==> config.mk <==
export PLATFORM = sky130hd
export DESIGN_NAME = heading_pid_turn_controller_flat
export DESIGN_NICKNAME = d
export VERILOG_FILES = /design/src/design/hpid_pkg.sv /design/src/design/hpid_in_if.sv /design/src/design/hpid_out_if.sv /design/src/design/heading_pid_turn_controller.sv /design/src/design/hpid_cfg.sv /design/src/design/hpid_update.sv /design/src/design/hpid_power.sv /design/src/flat_wrapper.sv
export SDC_FILE = /design/constraint.sdc
export NUM_CORES = 2
export LEC_CHECK = 0
export ABC_AREA = 1
export BUFFER_PORTS_ARGS = -buffer_cell sky130_fd_sc_hd__buf_2
export CAP_MARGIN = 40
export CORE_UTILIZATION = 58
export CTS_CLUSTER_DIAMETER = 100
export CTS_CLUSTER_SIZE = 24
export DETAILED_ROUTE_END_ITERATION = 8
export GPL_ROUTABILITY_DRIVEN = 0
export PLACE_DENSITY_LB_ADDON = 0.25
export SYNTH_ARGS = -nofsm -noshare
export SYNTH_HDL_FRONTEND = slang
export SYNTH_SLANG_ARGS = --single-unit
==> constraint.sdc <==
create_clock -name clk -period 17.9 [get_ports clk]
set_input_delay 5.37 -clock clk [delete_from_list [all_inputs] [get_ports clk]]
set_output_delay 5.37 -clock clk [all_outputs]
set_load 0.03 [all_outputs]
==> src/design/hpid_pkg.sv <==
package hpid_pkg;

  localparam int HeadW   = 15;
  localparam int MaxPowW = 7;
  localparam int WaitW   = 16;
  localparam int GainW   = 24;
  localparam int ZoneW   = 15;
  localparam int LimW    = 23;
  localparam int TimeW   = 32;
  localparam int PowerW  = 8;
  localparam int ErrW    = 16;
  localparam int IsumW   = 24;
  localparam int DerW    = 17;
  localparam int PprodW  = GainW + 1 + ErrW;
  localparam int IprodW  = GainW + 1 + IsumW;
  localparam int DprodW  = GainW + 1 + DerW;
  localparam int SumW    = IprodW + 2;
  localparam int PowerShift = 22;

  localparam int AddrW   = 5;
  localparam int DataW   = 32;
  localparam int RegIdxW = 3;

  localparam logic CMD_START = 1'b0;
  localparam logic CMD_TICK  = 1'b1;

  localparam logic [RegIdxW-1:0] REG_TARGET    = 3'd0;
  localparam logic [RegIdxW-1:0] REG_MAX_POWER = 3'd1;
  localparam logic [RegIdxW-1:0] REG_SETTLE    = 3'd2;
  localparam logic [RegIdxW-1:0] REG_GAIN_P    = 3'd3;
  localparam logic [RegIdxW-1:0] REG_GAIN_I    = 3'd4;
  localparam logic [RegIdxW-1:0] REG_GAIN_D    = 3'd5;
  localparam logic [RegIdxW-1:0] REG_ZONE      = 3'd6;
  localparam logic [RegIdxW-1:0] REG_LIMIT     = 3'd7;

  localparam logic [HeadW-1:0]   RstTarget   = 15'd0;
  localparam logic [MaxPowW-1:0] RstMaxPower = 7'd127;
  localparam logic [WaitW-1:0]   RstSettle   = 16'd250;
  localparam logic [GainW-1:0]   RstGainP    = 24'd884736;
  localparam logic [GainW-1:0]   RstGainI    = 24'd655;
  localparam logic [GainW-1:0]   RstGainD    = 24'd2490368;
  localparam logic [ZoneW-1:0]   RstZone     = 15'd640;
  localparam logic [LimW-1:0]    RstLimit    = 23'd320000;

  localparam logic [HeadW-1:0] AngSettle   = 15'd640;
  localparam logic [HeadW-1:0] AngHalfTurn = 15'd11520;

  typedef struct packed {
    logic [HeadW-1:0]   target;
    logic [MaxPowW-1:0] max_power;
    logic [WaitW-1:0]   settle_wait;
    logic [GainW-1:0]   gain_p;
    logic [GainW-1:0]   gain_i;
    logic [GainW-1:0]   gain_d;
    logic [ZoneW-1:0]   zone;
    logic [LimW-1:0]    limit;
  } hpid_cfg_t;

  typedef struct packed {
    logic signed [PprodW-1:0] p_prod;
    logic signed [IprodW-1:0] i_prod;
    logic signed [DprodW-1:0] d_prod;
    logic                     flip;
    logic                     zero_pwr;
    logic                     done;
  } hpid_prod_t;

endpackage

==> src/design/hpid_in_if.sv <==
interface hpid_in_if
  import hpid_pkg::*;
();
  logic             valid;
  logic             ready;
  logic             cmd;
  logic [HeadW-1:0] heading;
  logic [TimeW-1:0] now_ms;

  modport source (output valid, cmd, heading, now_ms, input ready);
  modport sink (input valid, cmd, heading, now_ms, output ready);
endinterface

==> src/design/hpid_out_if.sv <==
interface hpid_out_if
  import hpid_pkg::*;
();
  logic                     valid;
  logic                     ready;
  logic signed [PowerW-1:0] drive_power;
  logic                     done_res;

  modport source (output valid, drive_power, done_res, input ready);
  modport sink (input valid, drive_power, done_res, output ready);
endinterface

==> src/design/heading_pid_turn_controller.sv <==
// Turn-to-heading PID controller.
// in_ch carries one tick per beat: cmd (0 starts a new turn, 1 is a control
// tick), heading in 1/64 degree and now_ms. out_ch returns exactly one beat
// per input beat, in order: drive_power (signed, left side positive) and
// done_res. The APB port writes and reads eight registers at 4*i; write only
// while no tick is in flight.
// Three register stages (input, products, result) lie between an accepted
// tick and its result. Throughput: one tick per clock while out_ch takes
// results; the turn state updates between the input register and the
// product register, where the three gain products are formed in parallel,
// and they are summed, scaled and limited in the stage after.
// Reset clears all pipeline valids and the turn state and restores the
// register defaults. When out_ch stalls the result holds, each stage fills
// in turn, and in_ch.ready drops only once all three stages hold a beat.
module heading_pid_turn_controller
  import hpid_pkg::*;
(
  input  logic             clk,
  input  logic             rst_n,
  hpid_in_if.sink          in_ch,
  hpid_out_if.source       out_ch,
  input  logic             psel,
  input  logic             penable,
  input  logic             pwrite,
  input  logic [AddrW-1:0] paddr,
  input  logic [DataW-1:0] pwdata,
  output logic [DataW-1:0] prdata,
  output logic             pready
);

  hpid_cfg_t  cfg;
  hpid_prod_t prod;
  logic       prod_valid;
  logic       prod_ready;

  hpid_cfg u_cfg (
    .clk     (clk),
    .rst_n   (rst_n),
    .psel    (psel),
    .penable (penable),
    .pwrite  (pwrite),
    .paddr   (paddr),
    .pwdata  (pwdata),
    .prdata  (prdata),
    .pready  (pready),
    .cfg     (cfg)
  );

  hpid_update u_update (
    .clk        (clk),
    .rst_n      (rst_n),
    .cfg        (cfg),
    .in_ch      (in_ch),
    .prod_valid (prod_valid),
    .prod_ready (prod_ready),
    .prod       (prod)
  );

  hpid_power u_power (
    .clk        (clk),
    .rst_n      (rst_n),
    .cfg        (cfg),
    .prod_valid (prod_valid),
    .prod_ready (prod_ready),
    .prod       (prod),
    .out_ch     (out_ch)
  );

endmodule

==> src/design/hpid_cfg.sv <==
module hpid_cfg
  import hpid_pkg::*;
(
  input  logic             clk,
  input  logic             rst_n,
  input  logic             psel,
  input  logic             penable,
  input  logic             pwrite,
  input  logic [AddrW-1:0] paddr,
  input  logic [DataW-1:0] pwdata,
  output logic [DataW-1:0] prdata,
  output logic             pready,
  output hpid_cfg_t        cfg
);

  hpid_cfg_t            cfg_r;
  hpid_cfg_t            cfg_nxt;
  logic [RegIdxW-1:0]   idx;
  logic                 wr_en;

  assign idx    = paddr[AddrW-1:2];
  assign wr_en  = psel && penable && pwrite;
  assign pready = 1'b1;
  assign cfg    = cfg_r;

  always_comb begin
    cfg_nxt = cfg_r;
    if (wr_en) begin
      unique case (idx)
        REG_TARGET:    cfg_nxt.target      = pwdata[HeadW-1:0];
        REG_MAX_POWER: cfg_nxt.max_power   = pwdata[MaxPowW-1:0];
        REG_SETTLE:    cfg_nxt.settle_wait = pwdata[WaitW-1:0];
        REG_GAIN_P:    cfg_nxt.gain_p      = pwdata[GainW-1:0];
        REG_GAIN_I:    cfg_nxt.gain_i      = pwdata[GainW-1:0];
        REG_GAIN_D:    cfg_nxt.gain_d      = pwdata[GainW-1:0];
        REG_ZONE:      cfg_nxt.zone        = pwdata[ZoneW-1:0];
        REG_LIMIT:     cfg_nxt.limit       = pwdata[LimW-1:0];
        default:       cfg_nxt = cfg_r;
      endcase
    end
  end

  always_comb begin
    unique case (idx)
      REG_TARGET:    prdata = DataW'(cfg_r.target);
      REG_MAX_POWER: prdata = DataW'(cfg_r.max_power);
      REG_SETTLE:    prdata = DataW'(cfg_r.settle_wait);
      REG_GAIN_P:    prdata = DataW'(cfg_r.gain_p);
      REG_GAIN_I:    prdata = DataW'(cfg_r.gain_i);
      REG_GAIN_D:    prdata = DataW'(cfg_r.gain_d);
      REG_ZONE:      prdata = DataW'(cfg_r.zone);
      REG_LIMIT:     prdata = DataW'(cfg_r.limit);
      default:       prdata = '0;
    endcase
  end

  always_ff @(posedge clk) begin
    if (!rst_n) begin
      cfg_r.target      <= RstTarget;
      cfg_r.max_power   <= RstMaxPower;
      cfg_r.settle_wait <= RstSettle;
      cfg_r.gain_p      <= RstGainP;
      cfg_r.gain_i      <= RstGainI;
      cfg_r.gain_d      <= RstGainD;
      cfg_r.zone        <= RstZone;
      cfg_r.limit       <= RstLimit;
    end else begin
      cfg_r <= cfg_nxt;
    end
  end

endmodule

==> src/design/hpid_update.sv <==
module hpid_update
  import hpid_pkg::*;
(
  input  logic       clk,
  input  logic       rst_n,
  input  hpid_cfg_t  cfg,
  hpid_in_if.sink    in_ch,
  output logic       prod_valid,
  input  logic       prod_ready,
  output hpid_prod_t prod
);

  logic             in_v_r;
  logic             cmd_r;
  logic [HeadW-1:0] heading_r;
  logic [TimeW-1:0] now_r;
  logic             prod_v_r;
  hpid_prod_t       prod_r;
  hpid_prod_t       prod_nxt;

  logic signed [IsumW-1:0] isum_r, isum_nxt;
  logic signed [ErrW-1:0]  prev_r, prev_nxt;
  logic                    flip_r, flip_nxt;
  logic                    settle_r, settle_nxt;
  logic [TimeW-1:0]        deadline_r, deadline_nxt;
  logic                    fin_r, fin_nxt;

  logic en_prod, en_in, go;

  logic signed [ErrW-1:0]  err;
  logic [ErrW-1:0]         mag16;
  logic [HeadW-1:0]        mag;
  logic                    in_zone;
  logic signed [IsumW:0]   isum_add, isum_pre, lim, isum_clamp;
  logic signed [IsumW-1:0] isum_new;
  logic signed [DerW-1:0]  deriv;
  logic                    flip_new;
  logic                    arm;
  logic [TimeW:0]          dsum;
  logic [TimeW-1:0]        deadline_new;
  logic                    settle_new;
  logic                    fin_new;

  assign en_prod     = !prod_v_r || prod_ready;
  assign en_in       = !in_v_r || en_prod;
  assign go          = in_v_r && en_prod;
  assign in_ch.ready = en_in;
  assign prod_valid  = prod_v_r;
  assign prod        = prod_r;

  assign err   = $signed({1'b0, cfg.target}) - $signed({1'b0, heading_r});
  assign mag16 = err[ErrW-1] ? ErrW'(-err) : err;
  assign mag   = mag16[HeadW-1:0];
  assign in_zone = (err != '0) && (mag < cfg.zone);

  assign isum_add = {isum_r[IsumW-1], isum_r}
                  + {{(IsumW+1-ErrW){err[ErrW-1]}}, err};
  assign isum_pre = in_zone ? isum_add : '0;
  assign lim      = $signed({2'b00, cfg.limit});

  always_comb begin
    if (isum_pre > lim) begin
      isum_clamp = lim;
    end else if (isum_pre < -lim) begin
      isum_clamp = -lim;
    end else begin
      isum_clamp = isum_pre;
    end
  end
  assign isum_new = isum_clamp[IsumW-1:0];

  assign deriv = (err == '0) ? '0 : ({err[ErrW-1], err} - {prev_r[ErrW-1], prev_r});

  assign flip_new = (mag > AngHalfTurn) ? 1'b1 : ((mag < AngHalfTurn) ? 1'b0 : flip_r);

  assign arm          = (mag < AngSettle) && !settle_r;
  assign dsum         = {1'b0, now_r} + (TimeW + 1)'(cfg.settle_wait);
  assign deadline_new = arm ? (dsum[TimeW] ? '1 : dsum[TimeW-1:0]) : deadline_r;
  assign settle_new   = settle_r || arm;
  assign fin_new      = settle_new && (now_r >= deadline_new);

  always_comb begin
    isum_nxt     = isum_r;
    prev_nxt     = prev_r;
    flip_nxt     = flip_r;
    settle_nxt   = settle_r;
    deadline_nxt = deadline_r;
    fin_nxt      = fin_r;
    prod_nxt.p_prod   = $signed({1'b0, cfg.gain_p}) * err;
    prod_nxt.i_prod   = $signed({1'b0, cfg.gain_i}) * isum_new;
    prod_nxt.d_prod   = $signed({1'b0, cfg.gain_d}) * deriv;
    prod_nxt.flip     = flip_new;
    prod_nxt.zero_pwr = 1'b1;
    prod_nxt.done     = 1'b0;
    if (go) begin
      if (cmd_r == CMD_START) begin
        isum_nxt     = '0;
        prev_nxt     = '0;
        flip_nxt     = 1'b0;
        settle_nxt   = 1'b0;
        deadline_nxt = '0;
        fin_nxt      = 1'b0;
      end else if (fin_r) begin
        prod_nxt.done = 1'b1;
      end else begin
        isum_nxt     = isum_new;
        prev_nxt     = err;
        flip_nxt     = flip_new;
        settle_nxt   = settle_new;
        deadline_nxt = deadline_new;
        fin_nxt      = fin_new;
        prod_nxt.zero_pwr = fin_new;
        prod_nxt.done     = fin_new;
      end
    end
  end

  always_ff @(posedge clk) begin
    if (!rst_n) begin
      in_v_r     <= 1'b0;
      prod_v_r   <= 1'b0;
      isum_r     <= '0;
      prev_r     <= '0;
      flip_r     <= 1'b0;
      settle_r   <= 1'b0;
      deadline_r <= '0;
      fin_r      <= 1'b0;
    end else begin
      if (en_in) begin
        in_v_r <= in_ch.valid;
      end
      if (en_prod) begin
        prod_v_r <= in_v_r;
      end
      isum_r     <= isum_nxt;
      prev_r     <= prev_nxt;
      flip_r     <= flip_nxt;
      settle_r   <= settle_nxt;
      deadline_r <= deadline_nxt;
      fin_r      <= fin_nxt;
    end
  end

  always_ff @(posedge clk) begin
    if (en_in && in_ch.valid) begin
      cmd_r     <= in_ch.cmd;
      heading_r <= in_ch.heading;
      now_r     <= in_ch.now_ms;
    end
    if (go) begin
      prod_r <= prod_nxt;
    end
  end

endmodule

==> src/design/hpid_power.sv <==
module hpid_power
  import hpid_pkg::*;
(
  input  logic       clk,
  input  logic       rst_n,
  input  hpid_cfg_t  cfg,
  input  logic       prod_valid,
  output logic       prod_ready,
  input  hpid_prod_t prod,
  hpid_out_if.source out_ch
);

  localparam int QW = SumW - PowerShift;

  logic                     out_v_r;
  logic signed [PowerW-1:0] power_r, power_nxt;
  logic                     done_r;
  logic                     en;

  logic signed [SumW-1:0] sum;
  logic [SumW-1:0]        abs_sum;
  logic [QW-1:0]          q;
  logic                   neg;
  logic                   over;
  logic [MaxPowW-1:0]     pmag;
  logic                   pneg;
  logic [PowerW-1:0]      pmag_ext;

  assign en         = !out_v_r || out_ch.ready;
  assign prod_ready = en;

  assign sum     = SumW'(prod.p_prod) + SumW'(prod.i_prod) + SumW'(prod.d_prod);
  assign neg     = sum[SumW-1];
  assign abs_sum = neg ? SumW'(-sum) : sum;
  assign q       = abs_sum[SumW-1:PowerShift];
  assign over    = q > QW'(cfg.max_power);
  assign pmag    = over ? cfg.max_power : q[MaxPowW-1:0];
  assign pneg    = over ? (neg ^ prod.flip) : neg;
  assign pmag_ext = {1'b0, pmag};

  always_comb begin
    if (prod.zero_pwr) begin
      power_nxt = '0;
    end else if (pneg) begin
      power_nxt = $signed(PowerW'(-pmag_ext));
    end else begin
      power_nxt = $signed(pmag_ext);
    end
  end

  assign out_ch.valid       = out_v_r;
  assign out_ch.drive_power = power_r;
  assign out_ch.done_res    = done_r;

  always_ff @(posedge clk) begin
    if (!rst_n) begin
      out_v_r <= 1'b0;
    end else if (en) begin
      out_v_r <= prod_valid;
    end
  end

  always_ff @(posedge clk) begin
    if (en && prod_valid) begin
      power_r <= power_nxt;
      done_r  <= prod.done;
    end
  end

endmodule

==> src/flat_wrapper.sv <==
// flat-port wrapper written by rule: the top's interface ports become plain ports
module heading_pid_turn_controller_flat import hpid_pkg::*;
  (clk, rst_n, psel, penable, pwrite, paddr, pwdata, prdata, pready, in_ch_valid, in_ch_cmd, in_ch_heading, in_ch_now_ms, in_ch_ready, out_ch_valid, out_ch_drive_power, out_ch_done_res, out_ch_ready);
  hpid_in_if in_ch_i ();
  hpid_out_if out_ch_i ();
  input  logic clk;
  input  logic rst_n;
  input  logic psel;
  input  logic penable;
  input  logic pwrite;
  input  logic [AddrW-1:0] paddr;
  input  logic [DataW-1:0] pwdata;
  output logic [DataW-1:0] prdata;
  output logic pready;
  input wire logic [$bits(in_ch_i.valid)-1:0] in_ch_valid;
  input wire logic [$bits(in_ch_i.cmd)-1:0] in_ch_cmd;
  input wire logic [$bits(in_ch_i.heading)-1:0] in_ch_heading;
  input wire logic [$bits(in_ch_i.now_ms)-1:0] in_ch_now_ms;
  output wire logic [$bits(in_ch_i.ready)-1:0] in_ch_ready;
  output wire logic [$bits(out_ch_i.valid)-1:0] out_ch_valid;
  output wire logic [$bits(out_ch_i.drive_power)-1:0] out_ch_drive_power;
  output wire logic [$bits(out_ch_i.done_res)-1:0] out_ch_done_res;
  input wire logic [$bits(out_ch_i.ready)-1:0] out_ch_ready;
  assign in_ch_i.valid = in_ch_valid;
  assign in_ch_i.cmd = in_ch_cmd;
  assign in_ch_i.heading = in_ch_heading;
  assign in_ch_i.now_ms = in_ch_now_ms;
  assign in_ch_ready = in_ch_i.ready;
  assign out_ch_valid = out_ch_i.valid;
  assign out_ch_drive_power = out_ch_i.drive_power;
  assign out_ch_done_res = out_ch_i.done_res;
  assign out_ch_i.ready = out_ch_ready;
  heading_pid_turn_controller u_core (.clk(clk), .rst_n(rst_n), .in_ch(in_ch_i), .out_ch(out_ch_i), .psel(psel), .penable(penable), .pwrite(pwrite), .paddr(paddr), .pwdata(pwdata), .prdata(prdata), .pready(pready));
endmodule
## After elaboration in Yosys (flattened, before gate mapping)

Index checks and enable logic that the tools add are counted.

- Equality and inequality tests: 8
- Order comparisons: 8
- Reductions and logical operators: 29
- Add/subtract/negate cells: 10
- Bitwise logic cells: 2
- Multipliers: 3
- Muxes and demuxes: 26

Operator list:

| cell | number |
|---|---|
| case mux 32 bit (8 select lines) | 1 |
| two-way mux 32 bit | 4 |
| two-way mux 24 bit | 4 |
| adder 50 x 42 -> 51 bit | 1 |
| two-way mux 51 bit | 1 |
| negation 51 bit | 1 |
| adder 41 x 49 -> 50 bit | 1 |
| multiplier 25 x 24 -> 49 bit | 1 |
| multiplier 25 x 17 -> 42 bit | 1 |
| multiplier 25 x 16 -> 41 bit | 1 |
| adder 32 x 16 -> 33 bit | 1 |
| >= comparator 32 bit | 1 |
| two-way mux 16 bit | 2 |
| > comparator 29 x 7 -> 1 bit | 1 |
| adder 24 x 16 -> 25 bit | 1 |
| > comparator 25 x 24 -> 1 bit | 1 |
| < comparator 25 bit | 1 |
| two-way mux 25 bit | 1 |
| negation 23 -> 25 bit | 1 |
| AND reduction 2 bit | 9 |
| two-way mux 17 bit | 1 |
| subtractor 16 x 16 -> 17 bit | 1 |
| zero test 16 bit | 1 |
| nonzero test 16 bit | 1 |
| other kinds (21) | 47 |

- Register bits: 418
- Output and inout bits: 44
- Logic and storage cells: 115
- Input port bits: 92

## Longest topological paths before layout

- Depth in word-level cells: 11
- Gate-level depth with buffers: 79
- Mapped depth without buffers: 75

## Hierarchy

From an unflattened synthesis, not the netlist that was laid out.

- Cell total of the unflattened synthesis: 10010
- Area, all modules: 76248.1 um^2

By module, submodules not included:

| module | area each (um^2) | sequential area each (um^2) | cells an instance | times used |
|---|---|---|---|---|
| hpid_update | 61783.0 | 7036.7 | 7595 | 1 |
| hpid_power | 7896.3 | 290.3 | 1459 | 1 |
| hpid_cfg | 6568.8 | 2962.8 | 956 | 1 |

## Worst setup path after synthesis

Ideal clock, no wire load.

- Path kind: input to output
- Start point: input port paddr[4]
- End point: output port prdata[22]
- Required time: 12.530 ns
- Data arrival time: 7.059 ns
- Slack: 5.471 ns
- Buffers on the path: 1
- Stages on the path: 7
- Cell sequence: inv_1 -> nor3_1 -> clkinv_1 -> clkbuf_1 -> o22ai_1 -> a21oi_1 -> o21ai_0

- Cells in the longest elaborated chain, start to end: 2
- Elaborated cells between the ends (all ways): 9
- Classes of those cells: eq/ne: 7; mux: 1; reduce/logical: 1

Ends and longest elaborated chain:

| element | RTL line | text |
|---|---|---|
| start: declaration | flat_wrapper.sv:11 | `input logic [AddrW-1:0] paddr;` |
| equality test 3 bit, or another cell as far along | hpid_cfg.sv:44 | `unique case (idx)` |
| case mux 32 bit (8 select lines) (*) | hpid_cfg.sv:44 |  |
| end: declaration | flat_wrapper.sv:13 | `output logic [DataW-1:0] prdata;` |

Mark *: on every way between the ends. The rest lies on a longest branch, timed or not. The select of a mux whose other input is x is not followed.

==> results.json <==
{
  "cts_tree": "done",
  "drt_iter0_drc": 7054,
  "synth_area_um2": 73300,
  "startpoint_type": "flop",
  "synth.distinct_cells": 66,
  "tns_ps": 0,
  "path_clk_slew_ps": 100,
  "min_path_type": "reg2reg",
  "wirelength_um": 239000,
  "row_count": 130,
  "max_stage_delay_ps": 540,
  "fin_util_pct": 61.1,
  "final_nets": 11300,
  "ys_top_cells_by_area": "fa_1 (32%), ha_1 (12%), nand2_1 (10%)",
  "die_width_um": 357,
  "gr-total-overflow": 0,
  "rsz0062_at_grt": "false",
  "synth-seq-cells": 418,
  "period_share_pct": 88.6,
  "crit_type": "reg2reg",
  "routed_via_density": 5.84,
  "cp-end-kind": "flop",
  "yosys.cell_count.top_type": "nand2_1",
  "clock_skew_ps": 85.4,
  "cts_buffers": 28,
  "yosysSeqAreaShare_pct": 14.0,
  "cp_common_cell": "nand2_1",
  "h-tree-depth": 1,
  "area_delta_synth_final_pct": 4.54,
  "grt_max_degree": 75,
  "core_um2": 125000,
  "finalHoldViolations": 0,
  "cp_max_fo": 37,
  "postCtsSetupBuffers": 0,
  "ys_warn_count": 0,
  "setup_violations": 0,
  "portBuffers": 116,
  "first_global_vias": 64700,
  "synth.avg_cell_area_um2": 7.83,
  "synth_enable_flop_cells": 192,
  "arrival_ps": 16240,
  "yosysTopAreaCell": "fa_1",
  "synth_top_area_share_pct": 32.0,
  "async_flop_share_pct": 0,
  "tightest_slew_ps": 1060,
  "ctsResizeCount": 0,
  "final.min_clock_period_ps": 15850,
  "max_cap_viol_count": 0,
  "synth_top_cells_by_count": "nand2_1 (2,013), inv_1 (1,870), fa_1 (1,171)",
  "crit_required_ps": 18280,
  "drive_above_1_share_pct": 4.89,
  "drc_errors": 0,
  "antenna_found_initial": 16,
  "place_hpwl_um": 190000,
  "status": "completed",
  "final_max_slew_viol_count": 0,
  "max_freq_ghz": 0.0631,
  "avgRoutedWirePerCell_um": 21.8,
  "ctsHoldBuffers": 0,
  "synthCells": 9355,
  "crit_slowest_cell": "inv_1",
  "synthFlopType": "dfxtp_1",
  "clkLatencyLatePin_ps": 690,
  "grt_pass1_wl_um": 367000,
  "vias": 64100,
  "ios": 136,
  "relSlewSlack_pct": 29.3,
  "start_util_pct": 58.4,
  "die-area_um2": 128000,
  "die_y_um": 357,
  "cts_buffer_depth": 3,
  "cts_sinks": 418,
  "cts_root_buf": "clkbuf_16",
  "drt.antenna.violating_nets": 0,
  "track_usage_pct": 37.9,
  "drt-pass1-iter-count": 8
}
## area by class of cell
class	count	area [um2]
flip-flops and latches	418	10300
multi-input cells	6683	54500
repair buffers	216	1500
diodes	18	45.0
clock buffers	36	731
fillers	11100	48800
well taps	1650	2060
clock inverters	14	233
inverters	1938	7280
## worst max-delay path, delay by kind of cell (launching register included)
| family | cells | cell delay [ps] |
|---|---|---|
| XOR/XNOR | 2 | 500 |
| buffers and inverters | 10 | 2060 |
| AND/OR/NAND/NOR | 21 | 3900 |
| AO/OA/AOI/OAI | 23 | 3840 |
| adder cells (fa/ha/maj) | 11 | 4860 |
| flip-flops | 1 | 340 |
## through the flow
stage	hold WS [ps]	std cells	setup WS, ps	instance area, um2
2_1_floorplan	400	9362	5470	73300
3_3_place_gp	415	10900	2650	75300
3_5_place_dp	419	10900	2530	75600
4_1_cts	443	11000	2520	76600
5_1_grt	457	11000	1090	76600
6_report	439	11000	2050	76600
## sequential cells by signal, summed over array words and instances (netlist names), 8 cells and up
register,flops
u_core.u_update.deadline_r,32
u_core.u_update.isum_r,24
u_core.u_update.now_r,32
u_core.u_cfg.cfg,148
u_core.u_update.heading_r,15
u_core.u_power.out_ch.drive_power,8
u_core.u_update.prod,135
u_core.u_update.prev_r,16
## path summary, 6_finish.rpt
kind | from | end | slack [ps] | cells past startpoint
worst max register to register | u_core.u_update.heading_r[2] | u_core.u_update.prod[92] | 2050 | 67
worst max-delay path | u_core.u_update.heading_r[2] | u_core.u_update.prod[92] | 2050 | 67
worst min register to register | u_core.u_update.prod[0] | u_core.u_power.out_ch.done_res | 440 | 0
worst min-delay path | u_core.u_update.prod[0] | u_core.u_power.out_ch.done_res | 440 | 0
## placed cells by master, fill, tap and decap left out, drive strengths merged, types with 141 or more instances in the layout
| cell type | n |
|---|---|
| a21oi | 509 |
| buf | 216 |
| dfxtp | 226 |
| edfxtp | 192 |
| fa | 1171 |
| ha | 705 |
| inv | 1916 |
| nand2 | 2071 |
| nand3 | 285 |
| nor2 | 1035 |
| o21ai | 307 |
| xor2 | 141 |
## cells by family (layout without fill, tap and decap cells)
| family | Yosys count | in the layout | share of synthesized area, % |
|---|---|---|---|
| adders and majority gates | 1876 | 1876 | 44.0 |
| xor gates and xnor gates | 213 | 213 | 2.56 |
| AOI/OAI and AO/OA | 1007 | 1007 | 7.64 |
| other | 2 | 27 | 0.0102 |
| buffers and inverters | 2261 | 2204 | 11.8 |
| and+or+nand+nor | 3577 | 3577 | 19.9 |
| muxes | 1 | 1 | 0.0137 |
| DFF | 418 | 418 | 14.0 |
## per-layer routing
metal	track usage, %	vias to the layer above	wire length, um
met4	21.3	14	16800
li1	-	28500	-
met2	56.9	3977	99700
met5	0.667	-	202
met3	13.7	903	34200
met1	47.3	30600	87900
Power is not shown: default switching activity piles up to over one toggle a cycle in this logic, so the estimate is an artifact.
